[src/sv/adm_pkg.sv]
// adm_pkg: widths and constants shared by the accelerometer magnitude block.
// No dependencies; imported by adm_div, adm_isqrt and accel_dynamic_magnitude.

package adm_pkg;

    // number of samples averaged into the offsets after reset (1 .. 1024)
    localparam int CALIB_COUNT = 100;

    localparam int AXES      = 3;
    localparam int AXIS_W    = 2;
    localparam int SMP_W     = 16;               // raw sample
    localparam int FRAC_W    = 4;                // fraction bits of offsets
    localparam int SUM_W     = 26;               // signed per-axis sum
    localparam int CNT_W     = $clog2(CALIB_COUNT + 1);
    localparam int OFS_W     = 21;               // signed offset, 4 fraction bits
    localparam int DIFF_W    = 22;               // signed sample*16 - offset
    localparam int MAG_W     = 21;               // root / abs deviation
    localparam int SQ_W      = 2 * MAG_W;        // sum of squares
    localparam int DIV_NUM_W = 30;               // |sum|*16 + CALIB_COUNT/2
    localparam int DIV_STEP_W = 2;
    localparam int SQRT_STEP_W = $clog2(MAG_W);

    // division by CALIB_COUNT: q = (n * DIV_RECIP) >> DIV_SHIFT, exact for any n below
    // 2**DIV_NUM_W; the dividend is split into two halves for the partial products
    localparam int DIV_PART_W = DIV_NUM_W / 2;
    localparam int DIV_SHIFT  = DIV_NUM_W + $clog2(CALIB_COUNT);
    localparam int RECIP_W    = DIV_NUM_W + 1;
    localparam logic [RECIP_W-1:0] DIV_RECIP =
        RECIP_W'(((64'd1 << DIV_SHIFT) + 64'(CALIB_COUNT - 1)) / 64'(CALIB_COUNT));
    localparam int DIV_MUL_W  = DIV_PART_W + RECIP_W;   // one partial product
    localparam int DIV_ACC_W  = DIV_NUM_W + RECIP_W;    // full product

endpackage

[src/sv/adm_div.sv]
// adm_div: division by CALIB_COUNT through a constant reciprocal, one half-width
// partial product per cycle. Depends on adm_pkg.

module adm_div
    import adm_pkg::*;
(
    input  logic                 clk,
    input  logic                 rst_n,
    input  logic                 start,
    input  logic [DIV_NUM_W-1:0] num,
    output logic                 done,
    output logic [DIV_NUM_W-1:0] quo
);

    localparam logic [DIV_STEP_W-1:0] STEP_LO  = DIV_STEP_W'(0);   // low half product
    localparam logic [DIV_STEP_W-1:0] STEP_HI  = DIV_STEP_W'(1);   // high half product
    localparam logic [DIV_STEP_W-1:0] STEP_SUM = DIV_STEP_W'(2);   // add shifted high half

    logic [DIV_NUM_W-1:0]  num_reg;
    logic [DIV_MUL_W-1:0]  prod_reg;
    logic [DIV_ACC_W-1:0]  acc_reg;
    logic [DIV_STEP_W-1:0] step_reg;
    logic                  busy_reg;
    logic                  done_reg;

    logic [DIV_PART_W-1:0] part;

    // dividend half for this step
    always_comb
    begin
        part = (step_reg == STEP_LO) ? num_reg[DIV_PART_W-1:0]
                                     : num_reg[DIV_NUM_W-1 -: DIV_PART_W];
    end

    // control
    always_ff @(posedge clk or negedge rst_n)
    begin
        if (!rst_n)
        begin
            busy_reg <= 1'b0;
            done_reg <= 1'b0;
            step_reg <= '0;
        end
        else
        begin
            done_reg <= 1'b0;
            if (start)
            begin
                busy_reg <= 1'b1;
                step_reg <= STEP_LO;
            end
            else if (busy_reg)
            begin
                step_reg <= step_reg + 1'b1;
                if (step_reg == STEP_SUM)
                begin
                    busy_reg <= 1'b0;
                    done_reg <= 1'b1;
                end
            end
        end
    end

    // datapath
    always_ff @(posedge clk)
    begin
        if (start)
        begin
            num_reg <= num;
        end
        else if (busy_reg)
        begin
            case (step_reg)
                STEP_LO:
                begin
                    prod_reg <= part * DIV_RECIP;
                end
                STEP_HI:
                begin
                    acc_reg  <= DIV_ACC_W'(prod_reg);
                    prod_reg <= part * DIV_RECIP;
                end
                STEP_SUM:
                begin
                    acc_reg <= acc_reg + {prod_reg, {DIV_PART_W{1'b0}}};
                end
                default:
                begin
                end
            endcase
        end
    end

    assign done = done_reg;
    assign quo  = DIV_NUM_W'(acc_reg >> DIV_SHIFT);

endmodule

[src/sv/adm_isqrt.sv]
// adm_isqrt: digit-by-digit floored square root, one root bit per cycle.
// Depends on adm_pkg.

module adm_isqrt
    import adm_pkg::*;
(
    input  logic              clk,
    input  logic              rst_n,
    input  logic              start,
    input  logic [SQ_W-1:0]   value,
    output logic              done,
    output logic [MAG_W-1:0]  root
);

    localparam int REM_W = MAG_W + 3;

    logic [SQ_W-1:0]        val_reg;
    logic [REM_W-1:0]       rem_reg;
    logic [MAG_W-1:0]       root_reg;
    logic [SQRT_STEP_W-1:0] step_reg;
    logic                   busy_reg;
    logic                   done_reg;

    logic [REM_W-1:0]       rem_shift;
    logic [REM_W-1:0]       trial;
    logic                   fits;

    // bring down two bits, try root*4+1
    always_comb
    begin
        rem_shift = {rem_reg[REM_W-3:0], val_reg[SQ_W-1 -: 2]};
        trial     = REM_W'({root_reg, 2'b01});
        fits      = (rem_shift >= trial);
    end

    // control
    always_ff @(posedge clk or negedge rst_n)
    begin
        if (!rst_n)
        begin
            busy_reg <= 1'b0;
            done_reg <= 1'b0;
            step_reg <= '0;
        end
        else
        begin
            done_reg <= 1'b0;
            if (start)
            begin
                busy_reg <= 1'b1;
                step_reg <= '0;
            end
            else if (busy_reg)
            begin
                step_reg <= step_reg + 1'b1;
                if (step_reg == SQRT_STEP_W'(MAG_W - 1))
                begin
                    busy_reg <= 1'b0;
                    done_reg <= 1'b1;
                end
            end
        end
    end

    // datapath
    always_ff @(posedge clk)
    begin
        if (start)
        begin
            val_reg  <= value;
            rem_reg  <= '0;
            root_reg <= '0;
        end
        else if (busy_reg)
        begin
            val_reg  <= {val_reg[SQ_W-3:0], 2'b00};
            rem_reg  <= fits ? (rem_shift - trial) : rem_shift;
            root_reg <= {root_reg[MAG_W-2:0], fits};
        end
    end

    assign done = done_reg;
    assign root = root_reg;

endmodule

[src/sv/accel_dynamic_magnitude.sv]
// Offset-calibrated magnitude of a three-axis accelerometer sample (adm_pkg, adm_div, adm_isqrt).
// Calibration requests: sums are updated on acceptance; the last one adds three reciprocal
// divisions, one per axis, to form the offsets.
// Measurement requests: 3 shared multiply/accumulate passes and the 21-step root unit, then
// ST_FINISH hands the result to the output register. New samples are taken only in ST_IDLE.
// Reset (rst_n, async, active low) clears sums, count, offsets and the output valid.

module accel_dynamic_magnitude
    import adm_pkg::*;
(
    input  logic        clk,
    input  logic        rst_n,
    input  logic        s_axis_tvalid,
    output logic        s_axis_tready,
    input  logic [47:0] s_axis_tdata,   // x_sample[15:0], y_sample[31:16], z_sample[47:32]
    output logic        m_axis_tvalid,
    input  logic        m_axis_tready,
    output logic [23:0] m_axis_tdata,   // magnitude[20:0], zero pad[23:21]
    output logic        m_axis_tuser    // calibrating
);

    localparam logic [2:0] ST_IDLE      = 3'd0;
    localparam logic [2:0] ST_DIV_START = 3'd1;
    localparam logic [2:0] ST_DIV_WAIT  = 3'd2;
    localparam logic [2:0] ST_MUL       = 3'd3;
    localparam logic [2:0] ST_ACC       = 3'd4;
    localparam logic [2:0] ST_SQRT_WAIT = 3'd5;
    localparam logic [2:0] ST_FINISH    = 3'd6;

    localparam logic [AXIS_W-1:0] LAST_AXIS = AXIS_W'(AXES - 1);

    logic [2:0]              state_reg;
    logic [AXIS_W-1:0]       axis_reg;
    logic                    calibrated_reg;
    logic [CNT_W-1:0]        count_reg;
    logic signed [SUM_W-1:0] sum_reg [AXES];
    logic signed [OFS_W-1:0] ofs_reg [AXES];
    logic [SMP_W-1:0]        smp_reg [AXES];
    logic [SQ_W-1:0]         prod_reg;
    logic [SQ_W-1:0]         acc_reg;
    logic                    res_calib_reg;
    logic [MAG_W-1:0]        res_mag_reg;
    logic                    out_valid_reg;
    logic                    out_calib_reg;
    logic [MAG_W-1:0]        out_mag_reg;

    logic                    in_accept;
    logic [SMP_W-1:0]        in_smp [AXES];
    logic [SUM_W-1:0]        sum_abs;
    logic [DIV_NUM_W-1:0]    div_num;
    logic                    div_start;
    logic                    div_done;
    logic [DIV_NUM_W-1:0]    div_quo;
    logic [OFS_W-1:0]        ofs_mag;
    logic signed [DIFF_W-1:0] diff;
    logic [MAG_W-1:0]        diff_abs;
    logic [SQ_W-1:0]         acc_sum;
    logic                    sqrt_start;
    logic                    sqrt_done;
    logic [MAG_W-1:0]        sqrt_root;
    logic                    out_free;

    assign in_smp[0] = s_axis_tdata[15:0];
    assign in_smp[1] = s_axis_tdata[31:16];
    assign in_smp[2] = s_axis_tdata[47:32];

    assign s_axis_tready = (state_reg == ST_IDLE);
    assign in_accept     = s_axis_tvalid && s_axis_tready;
    assign out_free      = !out_valid_reg || m_axis_tready;

    // divider operand: |sum| * 16 rounded half away from zero
    always_comb
    begin
        sum_abs = sum_reg[axis_reg][SUM_W-1] ? SUM_W'(-sum_reg[axis_reg])
                                             : SUM_W'(sum_reg[axis_reg]);
        div_num = {sum_abs, {FRAC_W{1'b0}}} + DIV_NUM_W'(CALIB_COUNT / 2);
        ofs_mag = div_quo[OFS_W-1:0];
    end

    assign div_start = (state_reg == ST_DIV_START);

    adm_div u_div
    (
        .clk   (clk),
        .rst_n (rst_n),
        .start (div_start),
        .num   (div_num),
        .done  (div_done),
        .quo   (div_quo)
    );

    // deviation of the selected axis and its magnitude
    always_comb
    begin
        diff = DIFF_W'(signed'({smp_reg[axis_reg], {FRAC_W{1'b0}}}))
             - DIFF_W'(ofs_reg[axis_reg]);
        diff_abs = diff[DIFF_W-1] ? MAG_W'(-diff) : MAG_W'(diff);
        acc_sum  = acc_reg + prod_reg;
    end

    assign sqrt_start = (state_reg == ST_ACC) && (axis_reg == LAST_AXIS);

    adm_isqrt u_isqrt
    (
        .clk   (clk),
        .rst_n (rst_n),
        .start (sqrt_start),
        .value (acc_sum),
        .done  (sqrt_done),
        .root  (sqrt_root)
    );

    // sequencer and calibration state
    always_ff @(posedge clk or negedge rst_n)
    begin
        if (!rst_n)
        begin
            state_reg      <= ST_IDLE;
            axis_reg       <= '0;
            calibrated_reg <= 1'b0;
            count_reg      <= '0;
            for (int i = 0; i < AXES; i++)
            begin
                sum_reg[i] <= '0;
                ofs_reg[i] <= '0;
            end
        end
        else
        begin
            case (state_reg)
                ST_IDLE:
                begin
                    axis_reg <= '0;
                    if (in_accept)
                    begin
                        if (!calibrated_reg)
                        begin
                            for (int i = 0; i < AXES; i++)
                            begin
                                sum_reg[i] <= sum_reg[i]
                                            + SUM_W'(signed'(in_smp[i]));
                            end
                            count_reg <= count_reg + 1'b1;
                            if (count_reg == CNT_W'(CALIB_COUNT - 1))
                            begin
                                state_reg <= ST_DIV_START;
                            end
                            else
                            begin
                                state_reg <= ST_FINISH;
                            end
                        end
                        else
                        begin
                            state_reg <= ST_MUL;
                        end
                    end
                end
                ST_DIV_START:
                begin
                    state_reg <= ST_DIV_WAIT;
                end
                ST_DIV_WAIT:
                begin
                    if (div_done)
                    begin
                        ofs_reg[axis_reg] <= sum_reg[axis_reg][SUM_W-1]
                                           ? signed'(-ofs_mag) : signed'(ofs_mag);
                        if (axis_reg == LAST_AXIS)
                        begin
                            calibrated_reg <= 1'b1;
                            state_reg      <= ST_FINISH;
                        end
                        else
                        begin
                            axis_reg  <= axis_reg + 1'b1;
                            state_reg <= ST_DIV_START;
                        end
                    end
                end
                ST_MUL:
                begin
                    state_reg <= ST_ACC;
                end
                ST_ACC:
                begin
                    if (axis_reg == LAST_AXIS)
                    begin
                        state_reg <= ST_SQRT_WAIT;
                    end
                    else
                    begin
                        axis_reg  <= axis_reg + 1'b1;
                        state_reg <= ST_MUL;
                    end
                end
                ST_SQRT_WAIT:
                begin
                    if (sqrt_done)
                    begin
                        state_reg <= ST_FINISH;
                    end
                end
                ST_FINISH:
                begin
                    if (out_free)
                    begin
                        state_reg <= ST_IDLE;
                    end
                end
                default:
                begin
                    state_reg <= ST_IDLE;
                end
            endcase
        end
    end

    // sample capture, shared multiplier, accumulator, staged result
    always_ff @(posedge clk)
    begin
        if (in_accept)
        begin
            for (int i = 0; i < AXES; i++)
            begin
                smp_reg[i] <= in_smp[i];
            end
            acc_reg       <= '0;
            res_calib_reg <= !calibrated_reg;
            res_mag_reg   <= '0;
        end
        if (state_reg == ST_MUL)
        begin
            prod_reg <= diff_abs * diff_abs;
        end
        if (state_reg == ST_ACC)
        begin
            acc_reg <= acc_sum;
        end
        if ((state_reg == ST_SQRT_WAIT) && sqrt_done)
        begin
            res_mag_reg <= sqrt_root;
        end
    end

    // output register
    always_ff @(posedge clk or negedge rst_n)
    begin
        if (!rst_n)
        begin
            out_valid_reg <= 1'b0;
        end
        else if ((state_reg == ST_FINISH) && out_free)
        begin
            out_valid_reg <= 1'b1;
        end
        else if (m_axis_tready)
        begin
            out_valid_reg <= 1'b0;
        end
    end

    always_ff @(posedge clk)
    begin
        if ((state_reg == ST_FINISH) && out_free)
        begin
            out_calib_reg <= res_calib_reg;
            out_mag_reg   <= res_mag_reg;
        end
    end

    assign m_axis_tvalid = out_valid_reg;
    assign m_axis_tdata  = 24'(out_mag_reg);
    assign m_axis_tuser  = out_calib_reg;

endmodule

[config.mk]
export PLATFORM = sky130hd
export DESIGN_NAME = accel_dynamic_magnitude
export DESIGN_NICKNAME = d
export VERILOG_FILES = /design/src/sv/adm_pkg.sv /design/src/sv/adm_div.sv /design/src/sv/adm_isqrt.sv /design/src/sv/accel_dynamic_magnitude.sv
export SDC_FILE = /design/constraint.sdc
export NUM_CORES = 2
export LEC_CHECK = 0
export BUFFER_PORTS_ARGS = -buffer_cell sky130_fd_sc_hd__buf_4
export CORE_MARGIN = 10
export CORE_UTILIZATION = 45
export CTS_BUF_LIST = sky130_fd_sc_hd__clkbuf_4
export CTS_CLUSTER_SIZE = 24
export DETAILED_ROUTE_END_ITERATION = 12
export MAX_ROUTING_LAYER = met4
export PLACE_DENSITY_LB_ADDON = 0.12
export SYNTH_ARGS = -nofsm -noshare
export SYNTH_HDL_FRONTEND = slang
export SYNTH_HIERARCHICAL = 1
export SYNTH_SLANG_ARGS = --single-unit
export TNS_END_PERCENT = 100
[constraint.sdc]
create_clock -name clk -period 11.25 [get_ports clk]
set_input_delay 0.5625 -clock clk [delete_from_list [all_inputs] [get_ports clk]]
set_output_delay 0.5625 -clock clk [all_outputs]
set_load 0.05 [all_outputs]
==> impl_metrics.yaml <==
clock_tree:
  cts_root_buf: "clkbuf_4"
  clk_pin_slew_worst_paths_ps: 70
  cts_made_buffers: 159
  cts_tree: "done"
  worstSkewPairLatency_ps: 1080
  h-tree-depth: 4
  cts.path.max_buffers: 3
  cts_sinks: 545
routing:
  met3WireLength_um: 4440
  highest_layer: "met4"
  drtIter0Drc: 2076
  vias_per_cell: 5.25
  first_pass_iters: 5
  drt-met1-wl_um: 62700
  routed_wl_um: 136000
  wl_per_cell_um: 18.8
  drc: 0
  vias: 37934
  ant_nets: 0
  route.met2.wl_um: 66100
global_routing:
  grt_pass1_wl_um: 219000
  overflow: 0
  grt_pass1_vias: 39477
  antenna_found_initial: 2
  grt_max_degree: 80
  track_usage_pct: 21.5
synthesis:
  syn_inst: 5333
  syn_area_per_cell_sq_um: 9.82
  syn_area_sq_mm: 0.0524
  yosysWarnings: 6
finish:
  layout-drive-gt1-share_pct: 12.7
  multiInputGateArea_sq_mm: 0.0340
  seq_area_sq_mm: 0.0151
  syn_to_final_growth_pct: 11.0
  fin_nets: 6609
  num-fill-cells: 10848
  largest_reg_flops: 78
run_status:
  status: "complete, no violations"
worst_setup_path:
  crit_type: "reg2reg"
  arrival_ps: 11660
  critPathMaxStageDelay_ps: 550
  required_ps: 12020
  critPathCaptureType: "flop"
  cp_max_fo: 19
  cp-start-kind: "flop"
  slowest_stage: "fa_1"
timing:
  skew_ps: 122
  setup_ws_ps: 367
  max_freq_mhz: 91.9
  worst_pin_slew_ps: 1100
  period_share_pct: 96.7
  setup_viol: 0
  hold_viol: 0
  rsz0062_at_grt: "true"
  relSlewSlack_pct: 26.7
  min_period_ps: 10880
  drv_slew: 0
placed_design:
  io_buffers: 75
  place_hpwl_um: 107000
  pre_cts_ws_ps: -192
  gp_congestion: 0.913
floorplan:
  die_area_sq_mm: 0.130
  die_x_um: 361
  pin_count: 79
  fp-row-count: 125
  initial_core_util_pct: 45.2
  die_h_um: 361
  core_area_sq_mm: 0.116
job:
  drv_cap: 0
min_path:
  hold_path.class: "in2reg"
layout make-up:
type / count / area share (%)
well taps: 1524 / 3.28
diodes: 3 / 0.0129
clock buffers: 230 / 2.97
repair buffers: 281 / 4.05
clock inverters: 53 / 0.624
inverters: 715 / 4.62
multi-input cells: 3880 / 58.4
flip-flops and latches: 545 / 26.0
per-stage QoR:
step	utilization (%)	hold slack, ps	cells	cell area (sq um)	TNS, ps
after floorplan	-	267	5338	52400	0
after global placement	47.5	401	6871	55100	-234
after detailed placement	47.5	406	6871	55100	-307
after CTS	49.8	21.9	7207	57800	0
after global routing	50.2	113	7231	58100	-107
final	50.2	234	7231	58100	0
critical path, delay by kind of cell (launching register included):
| kind | cells | cell delay, ps |
|---|---|---|
| fa+ha+maj | 9 | 4050 |
| xor+xnor | 3 | 680 |
| buf+inv | 3 | 600 |
| flops | 1 | 540 |
| simple gates | 9 | 2200 |
| compound gates | 14 | 2590 |
path summary, 6_finish.rpt:
path | start | end | slack [ps] | cells past startpoint
max in group asynchronous | rst_n | ofs_reg[24]$_DFFE_PN0P_ | 9610 | 4
worst min-delay path | s_axis_tdata[13] | smp_reg[0][13]$_DFFE_PP_ | 230 | 2
worst max-delay path | axis_reg[0]$_DFFE_PN0P_ | prod_reg[40]$_DFFE_PP_ | 370 | 38
min in group asynchronous | rst_n | sum_reg[39]$_DFFE_PN0P_ | 660 | 4
worst min register to register | res_mag_reg[7]$_SDFFCE_PN0P_ | out_mag_reg[7]$_DFFE_PP_ | 400 | 0
worst max register to register | axis_reg[0]$_DFFE_PN0P_ | prod_reg[40]$_DFFE_PP_ | 370 | 38
cells in the final DEF, fill, tap and decap left out, types with 21 or more instances in the layout:
cell type / instances
a211oi_1: 34
a21o_1: 125
a21oi_1: 294
a31oi_1: 32
and2_1: 76
and3_1: 21
buf_4: 217
clkbuf_4: 231
clkinv_1: 30
dfrtp_1: 163
dfxtp_1: 43
dlygate4sd3_1: 52
edfxtp_1: 336
fa_1: 450
ha_1: 521
inv_1: 689
inv_2: 24
mux2_2: 94
mux2i_1: 106
nand2_1: 455
nand2b_1: 58
nand3_1: 65
nand4_1: 42
nor2_1: 359
nor2b_1: 40
nor3_1: 44
o211ai_1: 21
o21a_1: 32
o21ai_0: 277
o21bai_1: 43
o31ai_1: 37
xnor2_1: 213
xor2_1: 126
layer usage:
layer,GRT usage [%],up-vias
met5,-,-
met4,6.18,0
met3,2.72,200
met2,35.4,705
met1,27.6,18348
li1,-,18681
timing repair:
item | CTS | global route
endpoints found under the setup margin | 2 | 11
gates resized for setup | 7 | 44
pin swaps | 0 | 14
endpoints found under the hold margin | 201 | 0
hold buffers | 53 | 0
gates cloned | 0 | 2
buffers inserted | 0 | 19
Power is not shown: default switching activity piles up to over one toggle a cycle in this logic, so the estimate is an artifact.
